### config.mk
export PLATFORM = sky130hd
export DESIGN_NAME = front_panel_input_qualifier_core
export DESIGN_NICKNAME = d
export VERILOG_FILES = /design/src/hw/rtl/fpiq_pkg.sv /design/src/hw/rtl/fpiq_cfg.sv /design/src/hw/rtl/front_panel_input_qualifier_core.sv
export SDC_FILE = /design/constraint.sdc
export NUM_CORES = 1
export LEC_CHECK = 0
export BUFFER_PORTS_ARGS = -buffer_cell sky130_fd_sc_hd__buf_2
export CORE_MARGIN = 1
export CORE_UTILIZATION = 40
export DETAILED_ROUTE_END_ITERATION = 16
export PLACE_DENSITY = 0.59
export SYNTH_ARGS = -nofsm -noshare
export SYNTH_HDL_FRONTEND = slang
export SYNTH_HIERARCHICAL = 1
export SYNTH_SLANG_ARGS = --single-unit
### constraint.sdc
create_clock -name clk -period 10.2 [get_ports clk]
set_input_delay 2.55 -clock clk [delete_from_list [all_inputs] [get_ports clk]]
set_output_delay 2.55 -clock clk [all_outputs]
set_load 0.01 [all_outputs]
### src/hw/rtl/fpiq_pkg.sv
package fpiq_pkg;

  // Default number of key lanes
  localparam int unsigned NUM_KEYS_DEF = 5;

  // Configuration port geometry
  localparam int unsigned CFG_AW = 5;
  localparam int unsigned CFG_DW = 32;

  // Register reset values
  localparam logic [7:0]  LOCK_TICKS_RST = 8'd10;
  localparam logic [7:0]  HOLD_STEP_RST  = 8'd10;
  localparam logic [15:0] HOLD_THR_RST   = 16'd1000;
  localparam logic [7:0]  BANK_MAX_RST   = 8'd99;

  // Register index (word address)
  typedef enum logic [2:0] {
    REG_KEY_LOCK  = 3'd0,
    REG_ENC_LOCK  = 3'd1,
    REG_BTN_LOCK  = 3'd2,
    REG_HOLD_STEP = 3'd3,
    REG_HOLD_THR  = 3'd4,
    REG_BANK_MAX  = 3'd5
  } reg_idx_t;

  // Configuration values seen by the datapath
  typedef struct packed {
    logic [7:0]  key_lock_ticks;
    logic [7:0]  encoder_lock_ticks;
    logic [7:0]  button_lock_ticks;
    logic [7:0]  hold_step;
    logic [15:0] hold_threshold;
    logic [7:0]  bank_max;
  } cfg_t;

endpackage

### src/hw/rtl/fpiq_cfg.sv
module fpiq_cfg import fpiq_pkg::*; (
  input  logic              clk,
  input  logic              rst_n,
  input  logic              psel,
  input  logic              penable,
  input  logic              pwrite,
  input  logic [CFG_AW-1:0] paddr,
  input  logic [CFG_DW-1:0] pwdata,
  output logic [CFG_DW-1:0] prdata,
  output cfg_t              cfg
);

  cfg_t     cfg_r;
  cfg_t     cfg_nxt;
  reg_idx_t idx;
  logic     wr_en;

  // Word address; byte offset bits are ignored
  assign idx   = reg_idx_t'(paddr[CFG_AW-1:2]);
  assign wr_en = psel & penable & pwrite;

  // Register write decode
  always_comb begin
    cfg_nxt = cfg_r;
    if (wr_en) begin
      case (idx)
        REG_KEY_LOCK:  cfg_nxt.key_lock_ticks     = pwdata[7:0];
        REG_ENC_LOCK:  cfg_nxt.encoder_lock_ticks = pwdata[7:0];
        REG_BTN_LOCK:  cfg_nxt.button_lock_ticks  = pwdata[7:0];
        REG_HOLD_STEP: cfg_nxt.hold_step          = pwdata[7:0];
        REG_HOLD_THR:  cfg_nxt.hold_threshold     = pwdata[15:0];
        REG_BANK_MAX:  cfg_nxt.bank_max           = pwdata[7:0];
        default:       cfg_nxt = cfg_r;
      endcase
    end
  end

  always_ff @(posedge clk) begin
    if (!rst_n) begin
      cfg_r.key_lock_ticks     <= LOCK_TICKS_RST;
      cfg_r.encoder_lock_ticks <= LOCK_TICKS_RST;
      cfg_r.button_lock_ticks  <= LOCK_TICKS_RST;
      cfg_r.hold_step          <= HOLD_STEP_RST;
      cfg_r.hold_threshold     <= HOLD_THR_RST;
      cfg_r.bank_max           <= BANK_MAX_RST;
    end else begin
      cfg_r <= cfg_nxt;
    end
  end

  // Read mux
  always_comb begin
    prdata = '0;
    case (idx)
      REG_KEY_LOCK:  prdata[7:0]  = cfg_r.key_lock_ticks;
      REG_ENC_LOCK:  prdata[7:0]  = cfg_r.encoder_lock_ticks;
      REG_BTN_LOCK:  prdata[7:0]  = cfg_r.button_lock_ticks;
      REG_HOLD_STEP: prdata[7:0]  = cfg_r.hold_step;
      REG_HOLD_THR:  prdata[15:0] = cfg_r.hold_threshold;
      REG_BANK_MAX:  prdata[7:0]  = cfg_r.bank_max;
      default:       prdata = '0;
    endcase
  end

  assign cfg = cfg_r;

endmodule

### src/hw/rtl/front_panel_input_qualifier_core.sv
// Front panel input qualifier.
// Input channel (in_*): one tick sample per transfer with the key levels, encoder
// channels A/B and the encoder push button level. Result channel (out_*): one
// result per tick with per-key press pulses, the bank counter, a bank step flag
// and the long hold / short press flags of the push button.
// Config port: APB-style, register i at byte address 4*i, pready always high.
// Registers should only be written while no tick is in flight.
// A tick accepted into the sample register moves, by one pass of logic, into the
// result register that drives out_*; a result stall can hold it in between.
// Throughput: one tick per clock while out_stall is low; the result register and
// the sample register form a two-deep pipe, so a new tick is taken while a result
// waits. When out_stall is high the result holds; the sample register still fills,
// and in_stall rises once both stages are occupied.
// Reset (rst_n low, synchronous) empties the pipe, clears all debounce, lock,
// bank and hold state, and returns the registers to their default values.
module front_panel_input_qualifier_core import fpiq_pkg::*; #(
  parameter int unsigned NUM_KEYS = NUM_KEYS_DEF
) (
  input  logic                clk,
  input  logic                rst_n,
  // input channel
  input  logic                in_valid,
  output logic                in_stall,
  input  logic [NUM_KEYS-1:0] in_key_levels,
  input  logic                in_enc_a,
  input  logic                in_enc_b,
  input  logic                in_button_level,
  // result channel
  output logic                out_valid,
  input  logic                out_stall,
  output logic [NUM_KEYS-1:0] out_key_pressed,
  output logic [7:0]          out_bank_number,
  output logic                out_bank_changed,
  output logic                out_long_hold,
  output logic                out_short_press,
  // config port
  input  logic                psel,
  input  logic                penable,
  input  logic                pwrite,
  input  logic [CFG_AW-1:0]   paddr,
  input  logic [CFG_DW-1:0]   pwdata,
  output logic [CFG_DW-1:0]   prdata,
  output logic                pready
);

  cfg_t cfg;

  fpiq_cfg u_cfg (
    .clk     (clk),
    .rst_n   (rst_n),
    .psel    (psel),
    .penable (penable),
    .pwrite  (pwrite),
    .paddr   (paddr),
    .pwdata  (pwdata),
    .prdata  (prdata),
    .cfg     (cfg)
  );

  assign pready = 1'b1;

  // ---------------------------------------------------------------------------
  // Pipe control
  // ---------------------------------------------------------------------------
  logic                s1_valid_r;
  logic [NUM_KEYS-1:0] s1_keys_r;
  logic                s1_a_r;
  logic                s1_b_r;
  logic                s1_btn_r;
  logic                out_valid_r;
  logic                out_take;
  logic                in_take;

  assign out_take  = s1_valid_r & (~out_valid_r | ~out_stall);
  assign in_stall  = s1_valid_r & ~out_take;
  assign in_take   = in_valid & ~in_stall;
  assign out_valid = out_valid_r;

  always_ff @(posedge clk) begin
    if (!rst_n) begin
      s1_valid_r  <= 1'b0;
      out_valid_r <= 1'b0;
    end else begin
      if (in_take) begin
        s1_valid_r <= 1'b1;
      end else if (out_take) begin
        s1_valid_r <= 1'b0;
      end
      if (out_take) begin
        out_valid_r <= 1'b1;
      end else if (~out_stall) begin
        out_valid_r <= 1'b0;
      end
    end
  end

  // Sample register
  always_ff @(posedge clk) begin
    if (in_take) begin
      s1_keys_r <= in_key_levels;
      s1_a_r    <= in_enc_a;
      s1_b_r    <= in_enc_b;
      s1_btn_r  <= in_button_level;
    end
  end

  // ---------------------------------------------------------------------------
  // Key lanes: falling edge detect with per-key lockout
  // ---------------------------------------------------------------------------
  logic [NUM_KEYS-1:0] key_prev_r;
  logic [7:0]          key_lock_r   [NUM_KEYS];
  logic [7:0]          key_lock_nxt [NUM_KEYS];
  logic [NUM_KEYS-1:0] key_pressed_nxt;

  always_comb begin
    logic [7:0] cnt;
    for (int i = 0; i < NUM_KEYS; i++) begin
      cnt = (key_lock_r[i] != 8'd0) ? key_lock_r[i] - 8'd1 : 8'd0;
      key_pressed_nxt[i] = key_prev_r[i] & ~s1_keys_r[i] & (cnt == 8'd0);
      key_lock_nxt[i]    = key_pressed_nxt[i] ? cfg.key_lock_ticks : cnt;
    end
  end

  always_ff @(posedge clk) begin
    if (!rst_n) begin
      key_prev_r <= '0;
      for (int i = 0; i < NUM_KEYS; i++) begin
        key_lock_r[i] <= 8'd0;
      end
    end else if (out_take) begin
      key_prev_r <= s1_keys_r;
      for (int i = 0; i < NUM_KEYS; i++) begin
        key_lock_r[i] <= key_lock_nxt[i];
      end
    end
  end

  // ---------------------------------------------------------------------------
  // Encoder: channel A rising edge steps the bank, B gives direction
  // ---------------------------------------------------------------------------
  logic       enc_prev_a_r;
  logic [7:0] enc_lock_r;
  logic [7:0] enc_lock_nxt;
  logic [7:0] bank_r;
  logic [7:0] bank_nxt;
  logic       bank_changed_nxt;

  always_comb begin
    enc_lock_nxt     = enc_lock_r;
    bank_nxt         = bank_r;
    bank_changed_nxt = 1'b0;
    if (enc_lock_r != 8'd0) begin
      enc_lock_nxt = enc_lock_r - 8'd1;
    end else if (~enc_prev_a_r & s1_a_r) begin
      enc_lock_nxt     = cfg.encoder_lock_ticks;
      bank_changed_nxt = 1'b1;
      if (s1_b_r) begin
        bank_nxt = (bank_r != 8'd0) ? bank_r - 8'd1 : cfg.bank_max;
      end else begin
        bank_nxt = (bank_r < cfg.bank_max) ? bank_r + 8'd1 : 8'd0;
      end
    end
  end

  always_ff @(posedge clk) begin
    if (!rst_n) begin
      enc_prev_a_r <= 1'b0;
      enc_lock_r   <= 8'd0;
      bank_r       <= 8'd0;
    end else if (out_take) begin
      enc_prev_a_r <= s1_a_r;
      enc_lock_r   <= enc_lock_nxt;
      bank_r       <= bank_nxt;
    end
  end

  // ---------------------------------------------------------------------------
  // Push button: short press / long hold qualification
  // ---------------------------------------------------------------------------
  logic        btn_prev_r;
  logic        btn_prev_nxt;
  logic        btn_armed_r;
  logic        btn_armed_nxt;
  logic [7:0]  btn_lock_r;
  logic [7:0]  btn_lock_nxt;
  logic [15:0] held_r;
  logic [15:0] held_nxt;
  logic [16:0] held_sum;
  logic [15:0] held_sat;
  logic        btn_rise;
  logic        btn_hold;
  logic        btn_rel;
  logic        long_hold_nxt;
  logic        short_press_nxt;

  assign held_sum = {1'b0, held_r} + {9'd0, cfg.hold_step};
  assign held_sat = held_sum[16] ? 16'hFFFF : held_sum[15:0];
  assign btn_rise = ~btn_prev_r & s1_btn_r;
  assign btn_hold = btn_prev_r & s1_btn_r & btn_armed_r;
  assign btn_rel  = ~btn_prev_r & ~s1_btn_r & btn_armed_r;

  always_comb begin
    btn_prev_nxt    = btn_prev_r;
    btn_armed_nxt   = btn_armed_r;
    btn_lock_nxt    = btn_lock_r;
    held_nxt        = held_r;
    long_hold_nxt   = 1'b0;
    short_press_nxt = 1'b0;
    if (btn_lock_r != 8'd0) begin
      btn_lock_nxt = btn_lock_r - 8'd1;
    end else begin
      btn_prev_nxt = s1_btn_r;
      if (btn_rise) begin
        btn_armed_nxt = 1'b1;
        btn_lock_nxt  = cfg.button_lock_ticks;
        held_nxt      = 16'd0;
      end
      if (btn_hold) begin
        held_nxt     = held_sat;
        btn_lock_nxt = cfg.button_lock_ticks;
        if (held_sat >= cfg.hold_threshold) begin
          long_hold_nxt = 1'b1;
          btn_armed_nxt = 1'b0;
        end
      end
      if (btn_rel) begin
        btn_armed_nxt   = 1'b0;
        short_press_nxt = (held_r < cfg.hold_threshold);
      end
    end
  end

  always_ff @(posedge clk) begin
    if (!rst_n) begin
      btn_prev_r  <= 1'b0;
      btn_armed_r <= 1'b0;
      btn_lock_r  <= 8'd0;
      held_r      <= 16'd0;
    end else if (out_take) begin
      btn_prev_r  <= btn_prev_nxt;
      btn_armed_r <= btn_armed_nxt;
      btn_lock_r  <= btn_lock_nxt;
      held_r      <= held_nxt;
    end
  end

  // ---------------------------------------------------------------------------
  // Result register
  // ---------------------------------------------------------------------------
  logic [NUM_KEYS-1:0] out_key_pressed_r;
  logic [7:0]          out_bank_number_r;
  logic                out_bank_changed_r;
  logic                out_long_hold_r;
  logic                out_short_press_r;

  always_ff @(posedge clk) begin
    if (out_take) begin
      out_key_pressed_r  <= key_pressed_nxt;
      out_bank_number_r  <= bank_nxt;
      out_bank_changed_r <= bank_changed_nxt;
      out_long_hold_r    <= long_hold_nxt;
      out_short_press_r  <= short_press_nxt;
    end
  end

  assign out_key_pressed  = out_key_pressed_r;
  assign out_bank_number  = out_bank_number_r;
  assign out_bank_changed = out_bank_changed_r;
  assign out_long_hold    = out_long_hold_r;
  assign out_short_press  = out_short_press_r;

`ifndef ASSERT_OFF
  // Long hold and short press are exclusive outcomes of one evaluation
  a_btn_exclusive: assert property (@(posedge clk) disable iff (!rst_n)
    out_valid_r |-> !(out_long_hold_r && out_short_press_r))
    else $error("long hold and short press reported together");

  // Arming the button always starts from a cleared held time
  a_arm_clears_held: assert property (@(posedge clk) disable iff (!rst_n)
    $rose(btn_armed_r) |-> (held_r == 16'd0))
    else $error("button armed with stale held time");

  // A sampled tick is never dropped while the result side is blocked
  a_s1_holds: assert property (@(posedge clk) disable iff (!rst_n)
    (s1_valid_r && !out_take) |=> s1_valid_r)
    else $error("pending tick lost");
`endif

endmodule
==> impl_metrics.csv <==
group,metric,value,unit
floorplanning,initial_utilization,41.3,%
final_layout,fill_cells,2466,
clock_network,cts_tree,"yes",
synthesis,synth.avg_cell_area,8.96,sq um
worst_setup_path,cp_max_fo,29,
synthesis,async_flop_share,0,%
timing,skew,0.0132,ns
worst_setup_path,critPathKind,"primary input to output port",
worst_setup_path,r2r_setup_slack,6.19,ns
drt,drc,0,
clock_network,clock_path_buffers,2,
synthesis,synth_top_area_cell,"dfxtp_1",
global_route,grt_first_pass_wirelength,43800,microns
synthesis,synth-edff-count,64,
floorplanning,fp.dieArea,0.0270,sq mm
drt,vias,8855,
timing,tightest_slew,0.992,ns
final_layout,final-seq-area,0.00404,sq mm
final_layout,drive_gt1_share,12.0,%
synthesis,ys_ff_latch,170,
worst_setup_path,crit_arrival,4.25,ns
outcome,status,"complete, no violations",
worst_hold_path,hold_class,"flip-flop to flip-flop",
drt,first_pass_iters,7,
floorplanning,core_area,0.0255,sq mm
floorplanning,dieHeight,164,microns
worst_setup_path,crit_chain,"buf_2 -> nor2b_1 -> a22oi_1 -> o22ai_1 -> buf_2",
placed_design,pre_cts_slack,3.48,ns
final_layout,final_cell_mix,"nand2_1 (139), dfxtp_1 (106), inv_1 (79), a21oi_1 (74), nor2_1 (70)",
synthesis,synth.distinct_cells,90,
timing,max_freq,147,MHz
power_and_ir_drop,ir_drop,0.0000932,V
clock_network,cts_resized,0,
synthesis,yosysWarnings,6,
drt,drt_iter0_drc,783,
worst_setup_path,worstPathRequired,7.65,ns
power_and_ir_drop,power,0.00175,W
placed_design,dp_hpwl,19300,microns
timing,min_period,6.80,ns
timing,tns,0,ns
worst_setup_path,cp_common_cell,"buf_2",
placed_design,port_buffers,67,
timing,min_period_over_period,66.6,%
placed_design,gp_congestion,0.853,
timing,drv_slew,0,
power_and_ir_drop,leakagePower,4.70,nW
floorplanning,die_w,164,microns
floorplanning,io_pins,103,
power_and_ir_drop,pwr_density_cell,151,mW/mm^2
clock_network,numCtsBuffers,17,
global_route,gr-usage-all-layers,21.0,%
worst_setup_path,cp-end-kind,"output port",
clock_network,clkLatencyLatePin,0.44,ns
synthesis,synthFlopType,"dfxtp_1",
synthesis,seq_area_frac_synth,38.4,%
drt,wl_per_cell,17.7,microns
timing,timing.final.ws_setup,3.40,ns
floorplanning,num_rows,58,
timing,max_slew_margin,32.8,%
synthesis,synth_area_leaders,"dfxtp_1 (20%), edfxtp_1 (18%), ha_1 (6.8%), mux2i_1 (6.2%), nand2_1 (5.0%)",
drt,ant_nets,0,
final_layout,n_antenna_cell,0,
clock_network,h-tree-depth,4,
synthesis,synthCells,1174,
clock_network,cts-root-buf,"clkbuf_16",
timing,rsz0062_at_grt,"no",
clock_network,postCtsSetupRepairBufs,0,
drt,vias_per_cell,5.67,
final_layout,layoutNonFillerInstCount,1561,
clock_network,clkTransAtPathRegs,0.06,ns
worst_setup_path,path_delay_family,"buffers and inverters",
worst_setup_path,critical_path.slowest_cell,"nor2b_1",
synthesis,yosysTopAreaCellShare,20.2,%
worst_setup_path,cp-start-kind,"primary input",
clock_network,cts.sinks,170,
timing,setup_viol_count_final,0,
final_layout,areaGrowthSynthToFinish,10.1,%
final_layout,fin_nets,1328,
final_layout,final_common_cell,"nand2_1",
global_route,grt_max_degree,76,
worst_setup_path,max_stage_delay,0.52,ns
job,cap_violations,0,
timing,hold_viol,0,
placed_design,placed_cells,1529,
global_route,antenna_found_initial,0,
synthesis,syn-cell-area,0.0105,sq mm
clock_network,cts_hold_buf,0,
global_route,grt.overflow.total,0,
worst_setup_path,critPathBufInv,2,
final_layout,multi_input_area,0.00585,sq mm
global_route,grt_pass1_vias,8068,
drt,drt_wl_total,27700,microns
cell usage after synthesis, types with 4 or more instances:
| master | n |
|---|---|
| or3_1 | 7 |
| a21oi_1 | 74 |
| o311ai_0 | 5 |
| nor2_1 | 70 |
| a211oi_1 | 14 |
| or2_2 | 4 |
| a22o_1 | 7 |
| and3b_1 | 4 |
| mux2i_1 | 65 |
| nand3_1 | 25 |
| nand2_1 | 139 |
| a21o_1 | 10 |
| and3_1 | 6 |
| a31oi_1 | 6 |
| ha_1 | 57 |
| edfxtp_1 | 64 |
| o221ai_1 | 6 |
| buf_6 | 4 |
| o22ai_1 | 40 |
| clkbuf_1 | 23 |
| xor2_1 | 6 |
| nor3b_1 | 7 |
| o21a_1 | 6 |
| nand4_1 | 22 |
| nand4b_1 | 5 |
| dfxtp_1 | 106 |
| nand2b_1 | 9 |
| mux2_2 | 14 |
| o21ai_0 | 43 |
| o211ai_1 | 17 |
| xnor2_1 | 23 |
| inv_1 | 79 |
| nor2b_1 | 26 |
| nor3_1 | 29 |
| and2_1 | 10 |
| o31ai_1 | 5 |
| or4_1 | 5 |
| buf_2 | 15 |
| buf_4 | 21 |
| nor4_1 | 5 |
| a22oi_1 | 12 |
| a32oi_1 | 4 |
kinds of logic (layout without fill, tap and decap cells):
family | count (synthesis) | after routing | synth area share [%]
and+or+nand+nor | 402 | 402 | 19.7
AOI/OAI and AO/OA | 288 | 288 | 18.2
DFF | 170 | 170 | 38.4
buffers and inverters | 146 | 188 | 6.53
muxes | 79 | 79 | 7.68
adders and majority gates | 58 | 58 | 6.97
xor gates and xnor gates | 29 | 29 | 2.41
other | 2 | 17 | 0.0714
where the power goes:
part	internal (W)	switching (W)
clock network	0.000367	0.000283
registers	0.000742	0.0000387
logic	0.000122	0.000202
total	0.00123	0.000523
state kept, by name (all words and copies together) (netlist names):
name              count
btn_prev_r            1
key_prev_r            5
s1_valid_r            1
bank_r                8
s1_a_r                1
s1_btn_r              1
held_r               16
key_lock_r           40
out_bank_number       8
btn_lock_r            8
out_valid             1
enc_lock_r            8
btn_armed_r           1
out_short_press       1
out_bank_changed      1
out_key_pressed       5
enc_prev_a_r          1
s1_b_r                1
s1_keys_r             5
u_cfg/cfg            56
out_long_hold         1
routing by layer:
metal / vias to the layer above / GRT usage [%] / routed length (microns)
met2: 238 / 32.9 / 12600
met1: 4206 / 29.1 / 13300
met3: 41 / 3.84 / 1270
met5: - / 0 / 0
met4: 0 / 6.48 / 500
li1: 4370 / - / -
per-stage QoR:
step / hold WS [ns] / instance area (sq um) / utilization [%]
after CTS: 0.459 / 11600 / 45.5
after detailed placement: 0.450 / 11000 / 43.2
after global placement: 0.440 / 11000 / 43.2
after global routing: 0.478 / 11600 / 45.5
final: 0.455 / 11600 / 45.5
after floorplan: 0.432 / 10600 / -
tightest hold or removal path, delay by kind of cell, from the launching register on:
family           cells  cell delay, ns
AO/OA/AOI/OAI        1            0.06
flip-flops           1            0.30
AND/OR/NAND/NOR      1            0.05
final cells by class:
| type | count | share of cell area [%] |
|---|---|---|
| multi-input cells | 873 | 50.5 |
| flip-flops and latches | 170 | 34.9 |
| clock buffers | 21 | 3.89 |
| well taps | 330 | 3.57 |
| repair buffers | 77 | 3.54 |
| inverters | 79 | 2.56 |
| clock inverters | 11 | 1.04 |
path summary, 6_finish.rpt:
check,from,to,cells past startpoint
worst min register to register,key_prev_r[1],key_prev_r[1],2
worst max-delay path,paddr[2],prdata[5],5
worst max register to register,u_cfg/cfg[24],btn_armed_r,14
worst min-delay path,key_prev_r[1],key_prev_r[1],2
Power figures use the tool's default switching activity.
